`src/hw/rtl/adcwu_pkg.sv`:
```
// Package for the digitiser word unpacker with timestamp unwrapping.
// Holds sizes, codes and the structs passed between the adcwu modules.
// Depends on nothing.
`default_nettype none

package adcwu_pkg;

  localparam int NumBoards   = 3;
  localparam int NumChannels = 8;
  localparam int SlotCount   = NumBoards * NumChannels;
  localparam int SlotW       = $clog2(SlotCount);

  localparam int StampW   = 28;
  localparam int WrapW    = 24;
  localparam int EntryW   = 16;
  localparam int ExtW     = WrapW + StampW;
  localparam int SampleW  = 13;
  localparam int TimeW    = 61;
  localparam int ChanW    = 3;
  localparam int BoardW   = 2;
  localparam int CodeW    = 8;
  localparam int FilterW  = 4;
  localparam int CfgIdxW  = 2;
  localparam int CfgDataW = 16;
  localparam int InDataW  = 80;
  localparam int InUserW  = CodeW + ChanW;
  localparam int OutDataW = 80;
  localparam int OutUserW = ChanW + BoardW;

  // Backward jump that counts as a wrap: 0.95 * 2^28, truncated.
  localparam logic [StampW-1:0] WrapJump  = StampW'(255013683);
  localparam logic [WrapW-1:0]  WrapMax   = '1;
  localparam logic [EntryW-1:0] EntryMax  = '1;
  localparam logic [FilterW-1:0] FilterAll = '1;
  localparam logic [EntryW-1:0] MinEntriesReset = EntryW'(300);

  localparam logic [CodeW-1:0] BoardCode16  = 8'd16;
  localparam logic [CodeW-1:0] BoardCode64  = 8'd64;
  localparam logic [CodeW-1:0] BoardCode128 = 8'd128;

  localparam logic [BoardW-1:0] BoardIdx16  = 2'd0;
  localparam logic [BoardW-1:0] BoardIdx64  = 2'd1;
  localparam logic [BoardW-1:0] BoardIdx128 = 2'd2;

  localparam logic [1:0] BeatLast = 2'd3;

  typedef enum logic [CfgIdxW-1:0] {
    RegChanFilter = 2'd0,
    RegMinEntries = 2'd1
  } cfg_reg_e;

  // Unpacked word; samples[0] is A1, then B1, A0, B0.
  typedef struct packed {
    logic [StampW-1:0]             stamp;
    logic [3:0][SampleW-1:0]       samples;
    logic [ChanW-1:0]              chan;
    logic [BoardW-1:0]             board;
  } word_t;

  // Word with its timestamp extended by the wrap count.
  typedef struct packed {
    logic [ExtW-1:0]               ext;
    logic [3:0][SampleW-1:0]       samples;
    logic [ChanW-1:0]              chan;
    logic [BoardW-1:0]             board;
  } ext_word_t;

endpackage

`default_nettype wire

```
`src/hw/rtl/adc_word_unpack_timestamp_unwrap_core.sv`:
```
// Digitiser word unpacker with per board and channel timestamp unwrapping.
// A word passes the input register, word buffer and output register before
// its first beat shows, and goes out as four beats; the buffer takes the next
// word in the cycle its last beat is sent. Dropped words go at one per cycle.
// Reset: asynchronous, active low; clears all unwrap state, the filter to all
// channels and the minimum entry count to 300. Depends on adcwu_pkg.
`default_nettype none

module adc_word_unpack_timestamp_unwrap_core (
  input  wire logic                              clk_i,
  input  wire logic                              rst_ni,
  // Input word stream.
  input  wire logic                              s_axis_tvalid_i,
  output logic                                   s_axis_tready_o,
  // tdata, lowest bit up: word_hi [15:0], word_lo [79:16].
  input  wire logic [adcwu_pkg::InDataW-1:0]     s_axis_tdata_i,
  // tuser, lowest bit up: board_code [7:0], channel [10:8].
  input  wire logic [adcwu_pkg::InUserW-1:0]     s_axis_tuser_i,
  // Sample stream.
  output logic                                   m_axis_tvalid_o,
  input  wire logic                              m_axis_tready_i,
  // tdata, lowest bit up: sample_time [60:0], sample_value [73:61], zeros above.
  output logic [adcwu_pkg::OutDataW-1:0]         m_axis_tdata_o,
  // tuser, lowest bit up: out_channel [2:0], out_board [4:3].
  output logic [adcwu_pkg::OutUserW-1:0]         m_axis_tuser_o,
  output logic                                   m_axis_tlast_o,
  // Configuration write port.
  input  wire logic                              cfg_we_i,
  input  wire logic [adcwu_pkg::CfgIdxW-1:0]     cfg_idx_i,
  input  wire logic [adcwu_pkg::CfgDataW-1:0]    cfg_data_i
);
  import adcwu_pkg::*;

  // Configuration registers. Indexes past the register list are ignored.
  logic [FilterW-1:0] chan_filter_q;
  logic [EntryW-1:0]  min_entries_q;

  always_ff @(posedge clk_i or negedge rst_ni) begin
    if (!rst_ni) begin
      chan_filter_q <= FilterAll;
      min_entries_q <= MinEntriesReset;
    end else if (cfg_we_i) begin
      unique case (cfg_idx_i)
        RegChanFilter: chan_filter_q <= cfg_data_i[FilterW-1:0];
        RegMinEntries: min_entries_q <= cfg_data_i[EntryW-1:0];
        default: ;
      endcase
    end
  end

  // Input register. It moves on when its word is dropped or when the word
  // buffer can take it, so a new beat is accepted in the same cycle.
  logic              in_valid_q;
  logic [CodeW-1:0]  code_q;
  logic [ChanW-1:0]  chan_q;
  logic [15:0]       hi_q;
  logic [63:0]       lo_q;

  word_t             word;
  logic              pass;
  ext_word_t         ext_word;
  logic              buf_ready;
  logic              upd;
  logic              advance;

  assign upd             = in_valid_q && pass && buf_ready;
  assign advance         = in_valid_q && (!pass || buf_ready);
  assign s_axis_tready_o = !in_valid_q || advance;

  always_ff @(posedge clk_i or negedge rst_ni) begin
    if (!rst_ni) begin
      in_valid_q <= 1'b0;
    end else if (s_axis_tready_o) begin
      in_valid_q <= s_axis_tvalid_i;
    end
  end

  always_ff @(posedge clk_i) begin
    if (s_axis_tvalid_i && s_axis_tready_o) begin
      hi_q   <= s_axis_tdata_i[15:0];
      lo_q   <= s_axis_tdata_i[79:16];
      code_q <= s_axis_tuser_i[CodeW-1:0];
      chan_q <= s_axis_tuser_i[CodeW +: ChanW];
    end
  end

  adcwu_unpack u_unpack (
    .board_code_i  (code_q),
    .channel_i     (chan_q),
    .word_hi_i     (hi_q),
    .word_lo_i     (lo_q),
    .chan_filter_i (chan_filter_q),
    .word_o        (word),
    .pass_o        (pass)
  );

  // The slot is read and written back in the cycle the word moves on, so a
  // following word for the same slot already sees the update.
  adcwu_state u_state (
    .clk_i         (clk_i),
    .rst_ni        (rst_ni),
    .upd_i         (upd),
    .word_i        (word),
    .min_entries_i (min_entries_q),
    .ext_word_o    (ext_word)
  );

  adcwu_serial u_serial (
    .clk_i           (clk_i),
    .rst_ni          (rst_ni),
    .load_i          (upd),
    .word_i          (ext_word),
    .ready_o         (buf_ready),
    .m_axis_tvalid_o (m_axis_tvalid_o),
    .m_axis_tready_i (m_axis_tready_i),
    .m_axis_tdata_o  (m_axis_tdata_o),
    .m_axis_tuser_o  (m_axis_tuser_o),
    .m_axis_tlast_o  (m_axis_tlast_o)
  );

endmodule

`default_nettype wire

```
`src/hw/rtl/adcwu_unpack.sv`:
```
// Field extraction, board decoding and channel filtering for one word.
// Purely combinational; depends on adcwu_pkg.
`default_nettype none

module adcwu_unpack (
  input  wire logic [adcwu_pkg::CodeW-1:0]   board_code_i,
  input  wire logic [adcwu_pkg::ChanW-1:0]   channel_i,
  input  wire logic [15:0]                   word_hi_i,
  input  wire logic [63:0]                   word_lo_i,
  input  wire logic [adcwu_pkg::FilterW-1:0] chan_filter_i,
  output adcwu_pkg::word_t                   word_o,
  output logic                               pass_o
);
  import adcwu_pkg::*;

  logic              known;
  logic [BoardW-1:0] board_idx;
  logic              in_range;
  logic              filt_ok;

  always_comb begin
    known     = 1'b1;
    board_idx = BoardIdx16;
    unique case (board_code_i)
      BoardCode16:  board_idx = BoardIdx16;
      BoardCode64:  board_idx = BoardIdx64;
      BoardCode128: board_idx = BoardIdx128;
      default:      known     = 1'b0;
    endcase
  end

  assign in_range = (int'(board_idx) < NumBoards) && (int'(channel_i) < NumChannels);
  // Filter codes with the sign bit set, other than all ones, match no channel.
  assign filt_ok  = (chan_filter_i == FilterAll) ||
                    (chan_filter_i == FilterW'(channel_i));
  assign pass_o   = known && in_range && filt_ok;

  always_comb begin
    word_o.stamp = {word_hi_i, word_lo_i[63:52]};
    for (int k = 0; k < 4; k++) begin
      word_o.samples[k] = {word_lo_i[48+k], word_lo_i[12*k +: 12]};
    end
    word_o.chan  = channel_i;
    word_o.board = board_idx;
  end

endmodule

`default_nettype wire

```
`src/hw/rtl/adcwu_state.sv`:
```
// Per board and channel unwrap state: wrap count, previous stamp, entry count.
// Reads one slot per word and registers its update; depends on adcwu_pkg.
`default_nettype none

module adcwu_state (
  input  wire logic                          clk_i,
  input  wire logic                          rst_ni,
  input  wire logic                          upd_i,
  input  wire adcwu_pkg::word_t              word_i,
  input  wire logic [adcwu_pkg::EntryW-1:0]  min_entries_i,
  output adcwu_pkg::ext_word_t               ext_word_o
);
  import adcwu_pkg::*;

  logic [WrapW-1:0]  wrap_q  [SlotCount];
  logic [StampW-1:0] prev_q  [SlotCount];
  logic [EntryW-1:0] entry_q [SlotCount];

  logic [SlotW-1:0]  slot;
  logic [WrapW-1:0]  wrap_d;
  logic [EntryW-1:0] entry_inc;
  logic [EntryW-1:0] entry_d;
  logic [StampW-1:0] prev_rd;
  logic              wrapped;

  assign slot = SlotW'(int'(word_i.board) * NumChannels + int'(word_i.chan));

  always_comb begin
    prev_rd   = prev_q[slot];
    entry_inc = (entry_q[slot] == EntryMax) ? entry_q[slot] : entry_q[slot] + 1'b1;
    wrapped   = (word_i.stamp < prev_rd) && ((prev_rd - word_i.stamp) > WrapJump) &&
                (entry_inc > min_entries_i);
    wrap_d    = wrap_q[slot];
    entry_d   = entry_inc;
    if (wrapped) begin
      entry_d = '0;
      if (wrap_q[slot] != WrapMax) begin
        wrap_d = wrap_q[slot] + 1'b1;
      end
    end
  end

  always_ff @(posedge clk_i or negedge rst_ni) begin
    if (!rst_ni) begin
      for (int s = 0; s < SlotCount; s++) begin
        wrap_q[s]  <= '0;
        prev_q[s]  <= '0;
        entry_q[s] <= '0;
      end
    end else if (upd_i) begin
      wrap_q[slot]  <= wrap_d;
      prev_q[slot]  <= word_i.stamp;
      entry_q[slot] <= entry_d;
    end
  end

  assign ext_word_o.ext     = {wrap_d, word_i.stamp};
  assign ext_word_o.samples = word_i.samples;
  assign ext_word_o.chan    = word_i.chan;
  assign ext_word_o.board   = word_i.board;

endmodule

`default_nettype wire

```
`src/hw/rtl/adcwu_serial.sv`:
```
// Word buffer and output register: sends the four samples of a word as beats.
// Scales the sample time by 30 for the 128 board; depends on adcwu_pkg.
`default_nettype none

module adcwu_serial (
  input  wire logic                            clk_i,
  input  wire logic                            rst_ni,
  input  wire logic                            load_i,
  input  wire adcwu_pkg::ext_word_t            word_i,
  output logic                                 ready_o,
  output logic                                 m_axis_tvalid_o,
  input  wire logic                            m_axis_tready_i,
  output logic [adcwu_pkg::OutDataW-1:0]       m_axis_tdata_o,
  output logic [adcwu_pkg::OutUserW-1:0]       m_axis_tuser_o,
  output logic                                 m_axis_tlast_o
);
  import adcwu_pkg::*;

  logic                buf_valid_q;
  ext_word_t           buf_q;
  logic [1:0]          beat_q;

  logic                out_valid_q;
  logic [TimeW-1:0]    time_q;
  logic [SampleW-1:0]  value_q;
  logic [ChanW-1:0]    chan_q;
  logic [BoardW-1:0]   board_q;
  logic                last_q;

  logic                out_free;
  logic                emit;
  logic [TimeW-1:0]    t16;
  logic [TimeW-1:0]    t30;
  logic [TimeW-1:0]    time_d;

  assign out_free = !out_valid_q || m_axis_tready_i;
  assign emit     = buf_valid_q && out_free;
  assign ready_o  = !buf_valid_q || (emit && (beat_q == BeatLast));

  // The beat number gives the offsets 0, 4, 8 and 12 below the scaled stamp.
  assign t16    = TimeW'({buf_q.ext, beat_q, 2'b00});
  assign t30    = (t16 << 5) - (t16 << 1);
  assign time_d = (buf_q.board == BoardIdx128) ? t30 : t16;

  always_ff @(posedge clk_i or negedge rst_ni) begin
    if (!rst_ni) begin
      buf_valid_q <= 1'b0;
      beat_q      <= '0;
      out_valid_q <= 1'b0;
    end else begin
      if (emit) begin
        beat_q <= beat_q + 1'b1;
        if (beat_q == BeatLast) begin
          buf_valid_q <= 1'b0;
        end
      end
      if (load_i) begin
        buf_valid_q <= 1'b1;
        beat_q      <= '0;
      end
      if (emit) begin
        out_valid_q <= 1'b1;
      end else if (m_axis_tready_i) begin
        out_valid_q <= 1'b0;
      end
    end
  end

  always_ff @(posedge clk_i) begin
    if (load_i) begin
      buf_q <= word_i;
    end
    if (emit) begin
      time_q  <= time_d;
      value_q <= buf_q.samples[beat_q];
      chan_q  <= buf_q.chan;
      board_q <= buf_q.board;
      last_q  <= (beat_q == BeatLast);
    end
  end

  assign m_axis_tvalid_o = out_valid_q;
  assign m_axis_tdata_o  = OutDataW'({value_q, time_q});
  assign m_axis_tuser_o  = {board_q, chan_q};
  assign m_axis_tlast_o  = last_q;

endmodule

`default_nettype wire

```
`config.mk`:
```
export PLATFORM = sky130hd
export DESIGN_NAME = adc_word_unpack_timestamp_unwrap_core
export DESIGN_NICKNAME = d
export VERILOG_FILES = /design/src/hw/rtl/adcwu_pkg.sv /design/src/hw/rtl/adc_word_unpack_timestamp_unwrap_core.sv /design/src/hw/rtl/adcwu_unpack.sv /design/src/hw/rtl/adcwu_state.sv /design/src/hw/rtl/adcwu_serial.sv
export SDC_FILE = /design/constraint.sdc
export NUM_CORES = 2
export LEC_CHECK = 0
export BUFFER_PORTS_ARGS = -buffer_cell sky130_fd_sc_hd__clkbuf_2
export CORE_MARGIN = 2
export CORE_UTILIZATION = 50
export CTS_CLUSTER_SIZE = 25
export DETAILED_ROUTE_END_ITERATION = 10
export HOLD_SLACK_MARGIN = 0.1
export PLACE_DENSITY_LB_ADDON = 0.1
export SKIP_CTS_REPAIR_TIMING = 1
export SYNTH_ARGS = -nofsm -noshare
export SYNTH_HDL_FRONTEND = slang
export SYNTH_HIERARCHICAL = 1
export SYNTH_SLANG_ARGS = --single-unit
export TNS_END_PERCENT = 1
```
`constraint.sdc`:
```
create_clock -name clk_i -period 13.95 [get_ports clk_i]
set_input_delay 1.395 -clock clk_i [delete_from_list [all_inputs] [get_ports clk_i]]
set_output_delay 1.395 -clock clk_i [all_outputs]
set_load 0.02 [all_outputs]
```
==> metrics <==
HP Class reg -> reg; Avg Inst Size Synth 10.9 um^2; R2R setup slack about 5 ns; max incr delay on CP 0.89 ns; highest-delay cell along the critical path and3_1; number of DRC markers in iteration 0 5,507; CP endpoint kind register; cells after synthesis 8,178; Vias 61,200; top post-synthesis cells by area dfrtp_1 46%, edfxtp_1 9.4%, mux4_2 8.3%; clk slew on worst S/H paths 0.06 ns; root buffer cell clkbuf_16; P&R area growth vs syn 8.80%; worst rel slew slack 21.7%; critical path fanouts, max 35; WS Path Type reg -> reg; share of cells above drive strength 1 14.7%; register area share after synthesis 55.9%; total CTS buffers 203; crit path time final between 8 and 9 ns; total power draw around 12 mW; final hold vios 0; Slew Limit Fails 0; type of origin of the critical path register; unrepaired setup endpoints after global routing false; Synth top area share 46.3%; Synth area leader dfrtp_1; CP dominant cell by count buf_4; Die Ht around 430 um; pwr dens 123 nW/um^2; Leak Pwr 42.4 nW; Critical Path RT 14.46 ns; fin crit share between 60% and 70%; Starting Density 50.5%; total of max-cap violations 0; Routed WL roughly 250 mm; measured slew at the worst slew-check pin 1.17 ns; Synth cell types 113; final setup violation count 0; asr flop ratio synth 85.6%; placer congestion estimate 0.878; status completed; most frequent cells after synthesis 1,819 x nand2_1, 1,649 x dfrtp_1, 1,446 x o21ai_0, 518 x clkbuf_1, 327 x mux4_2; Fin Clk Skew 0.0323 ns; top_reg_cell synth dfrtp_1; global-route wire length before repair 387 mm; clock buffer depth 3; clock sink total 1,935; Port Buffers 193; CP bufs+invs 4; number of flops mapped to enable cells by yosys 278; FMAX 0.112 GHz; vias in the first global route slightly above 60,000; Synthesis Warnings 6; # DRC 0; WL per Instance 24.4 um; Die Area between 150,000 and 200,000 um^2; HPWL after DPL 151 mm; Max VDD drop 123 uV; count of non-filler cells in the finished layout 10,400; count leader, synth nand2_1; CTS tree yes; Cell Area, Synth 89,100 um^2; Antenna Nets Post-Route 0; grt ovf 0; placed insts 9,972; Yosys reg bits 1,935; H-tree depth 4; CP arrival 9.48 ns; largest net degree at the start of global routing 159; initial antenna violation count 3; Detailed Routing Iterations Pass 1 6; core area approximately 180,000 um^2; Die W 426 um; Final Net Count 8,052; Sum Neg Setup Slack 0 ns; Clock Latency Late Sink roughly 0.84 ns; Rows approximately 150; GR Util All Layers 28.2%; num ports 202; number of vias per cell 5.91; cell family with most CP delay simple AND/OR/NAND/NOR gates
-- registers in the layout, summed over array words and instances, names as in the netlist --
name,flops
chan_q,3
u_serial/buf_q,109
u_serial/beat_q,2
u_state/wrap_q,576
chan_filter_q,4
hi_q,16
u_serial/chan_q,3
u_serial/board_q,2
u_serial/m_axis_tvalid_o,1
code_q,8
u_state/prev_q,672
u_state/entry_q,384
u_serial/buf_valid_q,1
lo_q,64
u_serial/time_q,59
u_serial/m_axis_tlast_o,1
min_entries_q,16
u_serial/value_q,13
in_valid_q,1
-- worst reg2reg max path: cells and delay by family (launching register included) --
kind | cells | cell delay, ns
compound gates | 6 | 1.91
fa+ha+maj | 2 | 0.58
mux | 1 | 0.35
simple gates | 15 | 3.69
buf+inv | 4 | 1.74
flops | 1 | 0.37
-- metrics by stage --
stage	area (um^2)	utilization, %	setup WS, ns	hold slack, ns
final	96900	54.9	4.99	0.415
after global routing	96900	54.9	4.43	0.422
after CTS	96900	54.9	4.50	0.418
after detailed placement	89900	51.0	4.52	0.405
after global placement	89900	51.0	4.67	0.401
after floorplan	89100	-	6.96	0.400
-- placed cells by master (no fill, tap or decap), types with 12 or more instances in the layout --
cell / netlist / layout
a211oi_1: 12 / 12
a21o_1: 31 / 31
a21oi_1: 106 / 105
a22oi_1: 145 / 145
a31oi_1: 15 / 15
and3_1: 16 / 15
buf_4: 212 / 128
bufinv_16: 0 / 17
clkbuf_1: 518 / 47
clkbuf_16: 0 / 206
clkbuf_2: 3 / 192
clkbuf_8: 0 / 45
clkinv_2: 0 / 39
dfrtp_1: 1649 / 1649
edfxtp_1: 278 / 278
ha_1: 99 / 99
inv_1: 148 / 147
mux2_2: 36 / 36
mux2i_1: 189 / 189
mux4_2: 327 / 327
nand2_1: 1819 / 1795
nand2_4: 1 / 25
nand2b_1: 15 / 14
nand3_1: 78 / 78
nand4_1: 40 / 40
nor2_1: 72 / 72
nor3_1: 28 / 27
nor4_1: 28 / 28
o211ai_1: 14 / 14
o21ai_0: 1446 / 1446
o21ai_1: 102 / 102
o21bai_1: 17 / 16
o22ai_1: 94 / 94
o31ai_1: 161 / 161
o31ai_2: 16 / 16
or4_1: 13 / 13
xnor2_1: 61 / 53
xnor2_2: 5 / 13
xor2_1: 32 / 31
-- layer usage --
| metal | track usage (%) | wire, um | up-vias |
|---|---|---|---|
| li1 | - | - | 28100 |
| met1 | 39.7 | 112000 | 31000 |
| met2 | 46.0 | 121000 | 1682 |
| met3 | 3.72 | 13200 | 411 |
| met4 | 8.56 | 7680 | 0 |
| met5 | 0 | 0 | - |
-- cell families (layout without fill, tap and decap cells) --
group | after synthesis | after routing | share of synthesized area, %
AOI/OAI and AO/OA | 2245 | 2245 | 14.5
xor gates and xnor gates | 99 | 99 | 1.02
adders and majority gates | 100 | 100 | 1.41
buffers and inverters | 1027 | 855 | 5.63
DFF | 1935 | 1935 | 55.9
muxes | 563 | 563 | 11.0
other | 1 | 10 | 0.00421
and+or+nand+nor | 2208 | 2208 | 10.4
-- area by class of cell --
type / count / area [um^2]
Fill cell: 15500 / 79600
Sequential cell: 1935 / 49800
Multi-Input combinational cell: 5223 / 34600
Clock buffer: 298 / 5950
Tap cell: 2340 / 2930
Timing Repair Buffer: 327 / 2070
Clock inverter: 82 / 982
Inverter: 148 / 557
Antenna cell: 2 / 5.00
-- worst paths after layout --
kind | start | end | cells after the start
max | code_q[3] | u_serial/buf_q[89] | 28
min | lo_q[6] | u_serial/buf_q[11] | 0
max reg2reg | code_q[3] | u_serial/buf_q[89] | 28
min reg2reg | lo_q[6] | u_serial/buf_q[11] | 0
max in group asynchronous | rst_ni | u_state/entry_q[218] | 4
min in group asynchronous | rst_ni | in_valid_q | 1
-- power breakdown --
group / internal, mW / total, mW / switching [mW] / leakage [nW]
sequential: 5.77 / 5.80 / 0.0304 / 25.6
clock: 3.27 / 5.56 / 2.29 / 3.42
combinational: 0.158 / 0.541 / 0.383 / 13.3
total: 9.20 / 11.9 / 2.70 / 42.4
(Power assumes the default switching activity.)
